[config.mk]
export PLATFORM = sky130hd
export DESIGN_NAME = ptc_front
export DESIGN_NICKNAME = d
export VERILOG_FILES = /design/src/sv/pressure_temperature_compensation_unit_assert.svh /design/src/sv/ptc_pkg.sv /design/src/sv/ptc_front.sv
export SDC_FILE = /design/constraint.sdc
export NUM_CORES = 1
export LEC_CHECK = 0
export ABC_AREA = 1
export BUFFER_PORTS_ARGS = -buffer_cell sky130_fd_sc_hd__buf_4
export CAP_MARGIN = 20
export CORE_UTILIZATION = 39
export CTS_CLUSTER_SIZE = 16
export DETAILED_ROUTE_END_ITERATION = 12
export PLACE_DENSITY = 0.78
export SETUP_SLACK_MARGIN = 0.05
export SLEW_MARGIN = 20
export SYNTH_ARGS = -nofsm -noshare
export SYNTH_HDL_FRONTEND = slang
export SYNTH_SLANG_ARGS = --single-unit
[constraint.sdc]
create_clock -name clk -period 2.61 [get_ports clk]
set_input_delay 0.1305 -clock clk [delete_from_list [all_inputs] [get_ports clk]]
set_output_delay 0.1305 -clock clk [all_outputs]
set_load 0.05 [all_outputs]
[src/sv/pressure_temperature_compensation_unit_assert.svh]
// assertion helpers for the compensation unit
`ifndef PRESSURE_TEMPERATURE_COMPENSATION_UNIT_ASSERT_SVH
`define PRESSURE_TEMPERATURE_COMPENSATION_UNIT_ASSERT_SVH

// same-cycle implication, off while in reset
`define PTC_ASSERT_NOW(label, clock, reset_n, cond, expr, msg) \
    label: assert property (@(posedge clock) disable iff (!reset_n) (cond) |-> (expr)) \
        else $error(msg);

// next-cycle implication, off while in reset
`define PTC_ASSERT_NXT(label, clock, reset_n, cond, expr, msg) \
    label: assert property (@(posedge clock) disable iff (!reset_n) (cond) |=> (expr)) \
        else $error(msg);

`endif

[src/sv/ptc_pkg.sv]
package ptc_pkg;

    // burst bytes of one reading
    typedef struct packed {
        logic [7:0] press_msb;
        logic [7:0] press_lsb;
        logic [7:0] press_xlsb;
        logic [7:0] temp_msb;
        logic [7:0] temp_lsb;
        logic [7:0] temp_xlsb;
    } sample_t;

    typedef struct packed {
        logic signed [14:0] temperature_centi;
        logic [24:0]        pressure_fixed;
        logic               pressure_valid;
    } result_t;

    // unpacked 20-bit raw values
    typedef struct packed {
        logic [19:0] adc_p;
        logic [19:0] adc_t;
    } raw_t;

    typedef struct packed {
        logic [47:0] temp_words;
        logic [63:0] press_first;
        logic [63:0] press_second;
        logic [15:0] press_last;
    } trim_t;

    localparam int unsigned QUEUE_DEPTH = 4;
    localparam int unsigned CFG_INDEX_W = 2;
    localparam int unsigned CFG_DATA_W  = 64;

    localparam logic [CFG_INDEX_W-1:0] REG_TRIM_TEMP         = 2'd0;
    localparam logic [CFG_INDEX_W-1:0] REG_TRIM_PRESS_FIRST  = 2'd1;
    localparam logic [CFG_INDEX_W-1:0] REG_TRIM_PRESS_SECOND = 2'd2;
    localparam logic [CFG_INDEX_W-1:0] REG_TRIM_PRESS_LAST   = 2'd3;

    localparam logic signed [14:0] TEMP_MIN_CENTI = -15'sd4000;
    localparam logic signed [14:0] TEMP_MAX_CENTI = 15'sd8500;

    // quotient bits produced by the divider pipeline
    localparam int unsigned DIV_QBITS = 38;

endpackage

[src/sv/ptc_front.sv]
module ptc_front
    import ptc_pkg::*;
(
    input  logic    clk,
    input  logic    rst_n,
    input  logic    push,
    output logic    full,
    input  sample_t sample,
    output logic    fr_vld,
    output raw_t    fr_item,
    input  logic    fr_ready
);

    logic vld_reg;
    raw_t item_reg;
    logic take;

    assign full    = vld_reg && !fr_ready;
    assign take    = push && !full;
    assign fr_vld  = vld_reg;
    assign fr_item = item_reg;

    always_ff @(posedge clk or negedge rst_n)
    begin
        if (!rst_n)
        begin
            vld_reg <= 1'b0;
        end
        else if (take)
        begin
            vld_reg <= 1'b1;
        end
        else if (fr_ready)
        begin
            vld_reg <= 1'b0;
        end
    end

    // low nibble of the xlsb bytes carries nothing
    always_ff @(posedge clk)
    begin
        if (take)
        begin
            item_reg.adc_p <= {sample.press_msb, sample.press_lsb, sample.press_xlsb[7:4]};
            item_reg.adc_t <= {sample.temp_msb, sample.temp_lsb, sample.temp_xlsb[7:4]};
        end
    end

endmodule

==> results.ini <==
[cells_and_area]
utilization_pct = 79.9
diodes = 0
mostFrequentLayoutCell = buf_4
multi_input_area_sq_um = 28.8
final-seq-area_sq_um = 1230
fin_nets = 234
drive_gt1_share_pct = 52.5
num-fill-cells = 168
layout.cells.non_filler = 227
area_growth_pct = 93.7
most-common-layout-cells = buf_4, dlygate4sd3_1, edfxtp_1

[drt]
dr_total_vias = 964
vias_per_cell = 4.25
avgRoutedWirePerCell_microns = 14.7
drt_iter0_drc = 32
drc = 0
drtPass1Iterations = 3
ant_nets = 0
finalWirelength_microns = 3340

[setup_path]
critPathLaunchType = register
crit_path_end_kind = register
path_max_fanout = 26
worst-setup-path-type = register to register
cp.required_ns = 2.62
r2r_end = fr_item[14]
arrival_ns = 1.65
r2r_cells = 2
rr_startpoint = fr_vld
rrSetupSlack_ns = 0.97

[power_and_ir_drop]
finalPower_mw = 1.37
leakage_nw = 1.04
p_per_area_nw_per_um2 = 562
peakVddDrop_mv = 0.458

[hold_path]
holdCritStartpoint = push
worstHoldPathCells = 3
hold_path.class = input pin to register
whs_endpoint = fr_vld

[global_route]
grt_pass1_wl_microns = 4910
grt_overflow = 0
first_global_vias = 1064
antenna_found_initial = 0
grt_use_total_pct = 21.0
grt_max_degree = 27

[timing]
timing.final.crit_share_pct = 62.8
skew_ns = 0.00830
fin_tns_setup_ns = 0
worst_pin_slew_ns = 0.478
hold_slack_ns = 0.0393
setup_violations = 0
final_hold_viol_count = 0
fmax_mhz = 610
rsz0062_at_grt = false
slew_violations = 0
period_needed_ns = 1.64
relSlewSlack_pct = 68.1

[status]
status = completed

[placed_design]
place_congestion = 0.660
dp.cells = 177
io_buffers = 85
dpl.hpwl_microns = 1860

[clock_tree]
clk_path_buf_depth = 2
cts-root-buf = clkbuf_4
clk_latency_ns = 0.33
cts.sinks = 41
cts_buffers = 5
clkTransAtPathRegs_ns = 0.11
cts_max_level = 2
ctsResizeCount = 0
postCtsSetupRepairBufs = 0
cts_tree = done

[die]
std_cell_rows = 20
core_sq_um = 3050
num_io_pins = 94
fp.dieH_microns = 58.8
start_util_pct = 41.2
die_w_microns = 58.8
die_area_sq_um = 3460

[job]
maxCapViolations = 0

[synthesis]
synth_warnings = 0
syn_nets = 99
synth_area_leaders = edfxtp_1, dfrtp_1, a21oi_2, o21ai_2, inv_1
synth_area_per_cell_sq_um = 26.8
synth-seq-cells = 41
seq_area_frac_synth_pct = 97.4
synth_cell_types = 7
synthCells = 47
synth.cell_area_sq_um = 1260
synth.largest_area_cell = edfxtp_1
synth_top_area_share_pct = 95.4

==> state kept, by name (all words and copies together) (netlist names) <==
signal,cells
fr_item,40
fr_vld,1
==> how the worst max path moves through the flow <==
stage,start,to,slack [ns],cells after the start
floorplan,fr_vld,fr_item[0],0.42,1
global placement,fr_vld,fr_item[1],1.06,2
detailed placement,fr_vld,fr_item[24],0.97,2
CTS,fr_vld,fr_item[24],0.95,2
global route,fr_vld,fr_item[14],0.88,2
finish,fr_vld,fr_item[14],0.97,2
==> cells by family after synthesis <==
family	after synthesis	synth area share, %
compound gates	2	1.39
simple gates	1	0.298
flops	41	97.4
buf+inv	3	0.895
==> layer usage <==
metal | vias up | wire [microns] | global-route usage, %
li1 | 452 | - | -
met3 | 8 | 369 | 10.3
met1 | 442 | 1140 | 20.2
met2 | 62 | 1760 | 37.0
met4 | 0 | 61 | 10.2
met5 | - | 0 | 0
==> critical path, stage by stage (launching register included) <==
cell and delay, ns:
dfrtp_1 0.45, a21oi_4 0.45, buf_4 0.41
==> area by class of cell <==
type / instances / area share, %
clock inverters: 2 / 0.410
well taps: 44 / 2.26
clock buffers: 6 / 1.69
flip-flops and latches: 41 / 50.3
repair buffers: 128 / 43.7
multi-input cells: 3 / 1.18
inverters: 3 / 0.462
==> through the flow <==
stage | setup slack, ns | instance area [sq um]
after floorplan | 0.416 | 1260
after global placement | 1.06 | 1970
after detailed placement | 0.970 | 1970
after CTS | 0.949 | 2440
after global routing | 0.878 | 2440
final | 0.971 | 2440
==> power by group <==
part | leakage, nW | switching (mW) | internal (mW)
clock | 0.0320 | 0.184 | 0.103
combinational | 0.612 | 0.177 | 0.127
sequential | 0.391 | 0.0124 | 0.766
total | 1.04 | 0.374 | 0.995
==> synth_stat cells <==
library cell  instances
dfrtp_1               1
inv_1                 2
a21oi_2               1
edfxtp_1             40
nor2_1                1
o21ai_2               1
inv_2                 1
==> what timing repair did <==
action,4_1_cts,5_1_grt
hold buffers,42,0
setup endpoints to repair,0,0
endpoints found under the hold margin,42,0
No activity file was read; power rests on OpenSTA's default activity.
