$ cat src/sv/pressure_temperature_compensation_unit_assert.svh
// assertion helpers for the compensation unit
`ifndef PRESSURE_TEMPERATURE_COMPENSATION_UNIT_ASSERT_SVH
`define PRESSURE_TEMPERATURE_COMPENSATION_UNIT_ASSERT_SVH

// same-cycle implication, off while in reset
`define PTC_ASSERT_NOW(label, clock, reset_n, cond, expr, msg) \
    label: assert property (@(posedge clock) disable iff (!reset_n) (cond) |-> (expr)) \
        else $error(msg);

// next-cycle implication, off while in reset
`define PTC_ASSERT_NXT(label, clock, reset_n, cond, expr, msg) \
    label: assert property (@(posedge clock) disable iff (!reset_n) (cond) |=> (expr)) \
        else $error(msg);

`endif

$ cat src/sv/ptc_pkg.sv
package ptc_pkg;

    // burst bytes of one reading
    typedef struct packed {
        logic [7:0] press_msb;
        logic [7:0] press_lsb;
        logic [7:0] press_xlsb;
        logic [7:0] temp_msb;
        logic [7:0] temp_lsb;
        logic [7:0] temp_xlsb;
    } sample_t;

    typedef struct packed {
        logic signed [14:0] temperature_centi;
        logic [24:0]        pressure_fixed;
        logic               pressure_valid;
    } result_t;

    // unpacked 20-bit raw values
    typedef struct packed {
        logic [19:0] adc_p;
        logic [19:0] adc_t;
    } raw_t;

    typedef struct packed {
        logic [47:0] temp_words;
        logic [63:0] press_first;
        logic [63:0] press_second;
        logic [15:0] press_last;
    } trim_t;

    localparam int unsigned QUEUE_DEPTH = 4;
    localparam int unsigned CFG_INDEX_W = 2;
    localparam int unsigned CFG_DATA_W  = 64;

    localparam logic [CFG_INDEX_W-1:0] REG_TRIM_TEMP         = 2'd0;
    localparam logic [CFG_INDEX_W-1:0] REG_TRIM_PRESS_FIRST  = 2'd1;
    localparam logic [CFG_INDEX_W-1:0] REG_TRIM_PRESS_SECOND = 2'd2;
    localparam logic [CFG_INDEX_W-1:0] REG_TRIM_PRESS_LAST   = 2'd3;

    localparam logic signed [14:0] TEMP_MIN_CENTI = -15'sd4000;
    localparam logic signed [14:0] TEMP_MAX_CENTI = 15'sd8500;

    // quotient bits produced by the divider pipeline
    localparam int unsigned DIV_QBITS = 38;

endpackage

$ cat src/sv/ptc_queue.sv
module ptc_queue
    import ptc_pkg::*;
#(
    parameter int unsigned DEPTH = QUEUE_DEPTH
)
(
    input  logic clk,
    input  logic rst_n,
    input  logic wr,
    input  raw_t wr_item,
    output logic full,
    input  logic rd,
    output raw_t rd_item,
    output logic empty
);

    localparam int unsigned PW = $clog2(DEPTH);
    localparam int unsigned CW = $clog2(DEPTH + 1);

    raw_t          mem_reg [DEPTH];
    logic [PW-1:0] wptr_reg;
    logic [PW-1:0] rptr_reg;
    logic [CW-1:0] count_reg;
    logic          do_wr;
    logic          do_rd;

    function automatic logic [PW-1:0] bump(input logic [PW-1:0] p);
        return (p == PW'(DEPTH - 1)) ? '0 : p + 1'b1;
    endfunction

    assign full    = (count_reg == CW'(DEPTH));
    assign empty   = (count_reg == '0);
    assign do_wr   = wr && !full;
    assign do_rd   = rd && !empty;
    assign rd_item = mem_reg[rptr_reg];

    always_ff @(posedge clk)
    begin
        if (do_wr)
        begin
            mem_reg[wptr_reg] <= wr_item;
        end
    end

    always_ff @(posedge clk or negedge rst_n)
    begin
        if (!rst_n)
        begin
            wptr_reg  <= '0;
            rptr_reg  <= '0;
            count_reg <= '0;
        end
        else
        begin
            if (do_wr)
            begin
                wptr_reg <= bump(wptr_reg);
            end
            if (do_rd)
            begin
                rptr_reg <= bump(rptr_reg);
            end
            case ({do_wr, do_rd})
                2'b10:   count_reg <= count_reg + 1'b1;
                2'b01:   count_reg <= count_reg - 1'b1;
                default: count_reg <= count_reg;
            endcase
        end
    end

endmodule

$ cat config.mk
export PLATFORM = sky130hd
export DESIGN_NAME = ptc_queue
export DESIGN_NICKNAME = d
export VERILOG_FILES = /design/src/sv/pressure_temperature_compensation_unit_assert.svh /design/src/sv/ptc_pkg.sv /design/src/sv/ptc_queue.sv
export SDC_FILE = /design/constraint.sdc
export NUM_CORES = 1
export LEC_CHECK = 0
export BUFFER_PORTS_ARGS = -buffer_cell sky130_fd_sc_hd__buf_2
export CAP_MARGIN = 25
export CORE_ASPECT_RATIO = 1.2
export CORE_MARGIN = 2
export CORE_UTILIZATION = 35
export CTS_CLUSTER_SIZE = 40
export DETAILED_ROUTE_END_ITERATION = 10
export SYNTH_ARGS = -nofsm -noshare
export SYNTH_HDL_FRONTEND = slang
export SYNTH_SLANG_ARGS = --single-unit
$ cat constraint.sdc
create_clock -name clk -period 4.6 [get_ports clk]
set_clock_uncertainty 0.05 [all_clocks]
set_input_delay 0 -clock clk [delete_from_list [all_inputs] [get_ports clk]]
set_output_delay 0 -clock clk [all_outputs]
set_load 0.03 [all_outputs]
==> reports/summary.log <==
qor: setup_path.regToRegEndpoint count_reg[2]
qor: floorplanning.floorplan.die.width 126.2 µm
qor: layout.final_common_cell sky130_fd_sc_hd__edfxtp_1
qor: setup_path.crit-reg2reg-launch count_reg[0]
qor: logic_synthesis.syn_inst 250
qor: logic_synthesis.postSynthRegisterBits 167
qor: clock_network.cts_sinks 167
qor: global_routing.grt_pass1_vias 3220
qor: route.drc_errors 0
qor: global_routing.track_usage 0.1257
qor: pwr.p_per_area 656.0 nW/µm²
qor: place.pre_cts_slack 2.605 ns
qor: logic_synthesis.yosys_top_cell_by_area sky130_fd_sc_hd__edfxtp_1
qor: worst_hold_path.min_delay_worst_endpoint wptr_reg[1]
qor: route.detail_route.first_pass.iterations 4
qor: route.drt-vias-per-instance 4.693
qor: sta.fin_ws 2.261 ns
qor: setup_path.start_kind register
qor: clock_network.max-clock-path-buffers 2
qor: setup_path.worstPathArrival 2.29 ns
qor: sta.max_slew.worst_pin.slew 0.8598 ns
qor: sta.max_freq 0.4275 GHz
qor: logic_synthesis.synth.top_cells.by_area sky130_fd_sc_hd__edfxtp_1, sky130_fd_sc_hd__mux4_2, sky130_fd_sc_hd__dfrtp_1, sky130_fd_sc_hd__buf_12, sky130_fd_sc_hd__ha_1
qor: layout.mostFrequentLayoutCells sky130_fd_sc_hd__edfxtp_1, sky130_fd_sc_hd__buf_2, sky130_fd_sc_hd__dlygate4sd3_1
qor: layout.synthToLayoutAreaGrowth 26.64%
qor: route.route.final.wire_length 11.36 mm
qor: clock_network.worstSkewPairLatency 0.42 ns
qor: pwr.leakagePower 0.002779 µW
qor: sta.final-max-slew-violation-count 0
qor: logic_synthesis.ys_warn_count 0
qor: sta.rsz_0062_raised_after_global_routing false
qor: logic_synthesis.sequential_share_of_the_synthesized_area 0.7936
qor: global_routing.global_route_wire_length_before_repair 17.82 mm
qor: clock_network.htree_num_levels 4
qor: layout.n_antenna_cell 0
qor: clock_network.cts_resized 0
qor: logic_synthesis.syn_avg_cell_area 25.10 µm²
qor: global_routing.gr-total-overflow 0
qor: global_routing.grt_max_degree 44
qor: setup_path.critPathKind reg -> out
qor: floorplanning.core_area 17570 µm²
qor: clock_network.clk_root_buffer_cell sky130_fd_sc_hd__clkbuf_16
qor: layout.layout-drive-gt1-share 0.4222
qor: logic_synthesis.yosysTopAreaCellShare 0.7657
qor: setup_path.worst-r2r-setup-slack 2.59 ns
qor: outcome.run_status completed
qor: floorplanning.ios 86
qor: pwr.ir_worst_vdd 0.2725 mV
qor: route.num_vias 2933
qor: clock_network.postCtsSetupBuffers 0
qor: job.cap_violations 0
qor: worst_hold_path.timing.hold.worst.start wr
qor: worst_hold_path.whs_path_depth 3
qor: floorplanning.floorplan.initialDensity 0.3571
qor: setup_path.critical_path.max_fanout 43
qor: layout.fin_nets 443
qor: clock_network.cts_tree built
qor: route.ant_nets 0
qor: route.post_drt_wl_per_cell 18.18 µm
qor: sta.timing.max_slew.rel_slack 0.4268
qor: logic_synthesis.syn-num-nets 301
qor: setup_path.timing.critical_path.to_type output port
qor: sta.final.min_clock_period 2.339 ns
qor: floorplanning.die_height 150.7 µm
qor: sta.fin_crit_sh 0.5085
qor: logic_synthesis.synth_edf_count 160
qor: sta.setup_total_negative_slack 0 ns
qor: route.drt_iter0_drc 212
qor: worst_hold_path.hp-class in -> reg
qor: logic_synthesis.synth_cell_types 21
qor: logic_synthesis.synth.cell_area 6275 µm²
qor: logic_synthesis.dominantRegCellSynth sky130_fd_sc_hd__edfxtp_1
qor: global_routing.initial_antenna_violation_count 0
qor: layout.largest_reg_flops 160
qor: clock_network.clk_transition_reported_paths 0.06 ns
qor: sta.setup_viol 0
qor: floorplanning.die_area 19020 µm²
qor: clock_network.post_cts_hold_buffer_count 43
qor: place.finalWeightedCongestion 0.7003
qor: floorplanning.fp-row-count 53
qor: logic_synthesis.async_reset_ff_frac 0.04192
qor: setup_path.worstRegToRegCells 9
qor: clock_network.cts_inserted_buffers 17
qor: place.io_buffers 85
qor: setup_path.worst-endpoint-required 4.55 ns
qor: sta.final_hold_viol_count 0
qor: place.hpwlAfterDp 7.133 mm
[cell type report]
type / instances / area (µm²)
clock buffer: 17 / 425.4
fill: 1487 / 9627
multi-input combinational: 66 / 1159
clock inverter: 15 / 120.1
sequential: 167 / 4985
timing repair buffer: 133 / 955.9
tap: 220 / 275.3
inverter: 7 / 26.28
[cell families after synthesis]
kind of cell  Yosys count  synth area share
simple gates           11           0.01097
flops                 167            0.7936
xor+xnor                3          0.004188
fa+ha+maj               7           0.01515
mux                    45            0.1535
buf+inv                17           0.02253
[how the worst max path moves through the flow]
| stage | start | end | slack, ns | depth (start not counted) |
|---|---|---|---|---|
| 2_1_floorplan | count_reg[0] | count_reg[2] | 2.24 | 9 |
| 3_3_place_gp | count_reg[2] | mem_reg[1][20] | 2.37 | 3 |
| 3_5_place_dp | count_reg[0] | count_reg[2] | 2.61 | 9 |
| 4_1_cts | rptr_reg[0] | rd_item[0] | 2.18 | 2 |
| 5_1_grt | rptr_reg[0] | rd_item[0] | 2.09 | 2 |
| 6_report | rptr_reg[0] | rd_item[0] | 2.26 | 2 |
[Yosys cell counts (2+ instances only)]
library cell and n:
sky130_fd_sc_hd__edfxtp_1 160, sky130_fd_sc_hd__mux4_2 38, sky130_fd_sc_hd__dfrtp_1 7, sky130_fd_sc_hd__inv_1 7
sky130_fd_sc_hd__ha_1 6, sky130_fd_sc_hd__and2_1 4, sky130_fd_sc_hd__buf_12 4, sky130_fd_sc_hd__buf_2 4
sky130_fd_sc_hd__mux2_2 4, sky130_fd_sc_hd__nor2_1 3, sky130_fd_sc_hd__mux4_1 2, sky130_fd_sc_hd__xor2_1 2
[stage by stage]
step	hold slack (ns)	util	total power, µW	area (µm²)	std cells
floorplan	-0.3456	-	3502	6275	250
global placement	-0.2004	0.3910	3904	6870	545
detailed placement	-0.1917	0.3967	3983	6970	550
CTS	0.06798	0.4522	5304	7946	625
global route	0.07488	0.4522	5467	7946	625
finish	0.06963	0.4522	5213	7946	625
[power by group]
| part | leakage [µW] | switching, µW | internal [µW] |
|---|---|---|---|
| combinational | 0.000971 | 1000 | 691 |
| clock | 0.000261 | 585 | 701 |
| sequential | 0.00155 | 223 | 2010 |
| total | 0.00278 | 1810 | 3400 |
[worst max-delay path, cell delays in order, from the launching register on]
cell and delay [ns]:
sky130_fd_sc_hd__dfrtp_4 0.98, sky130_fd_sc_hd__mux4_1 0.67, sky130_fd_sc_hd__buf_2 0.20
[metal layers]
metal / wire, µm / track usage
met3: 432 / 0.03269
met5: 0 / 0
met4: 97 / 0.04396
met2: 5736 / 0.2065
met1: 5094 / 0.1635
Note: power is estimated with default switching activity, not from simulation.
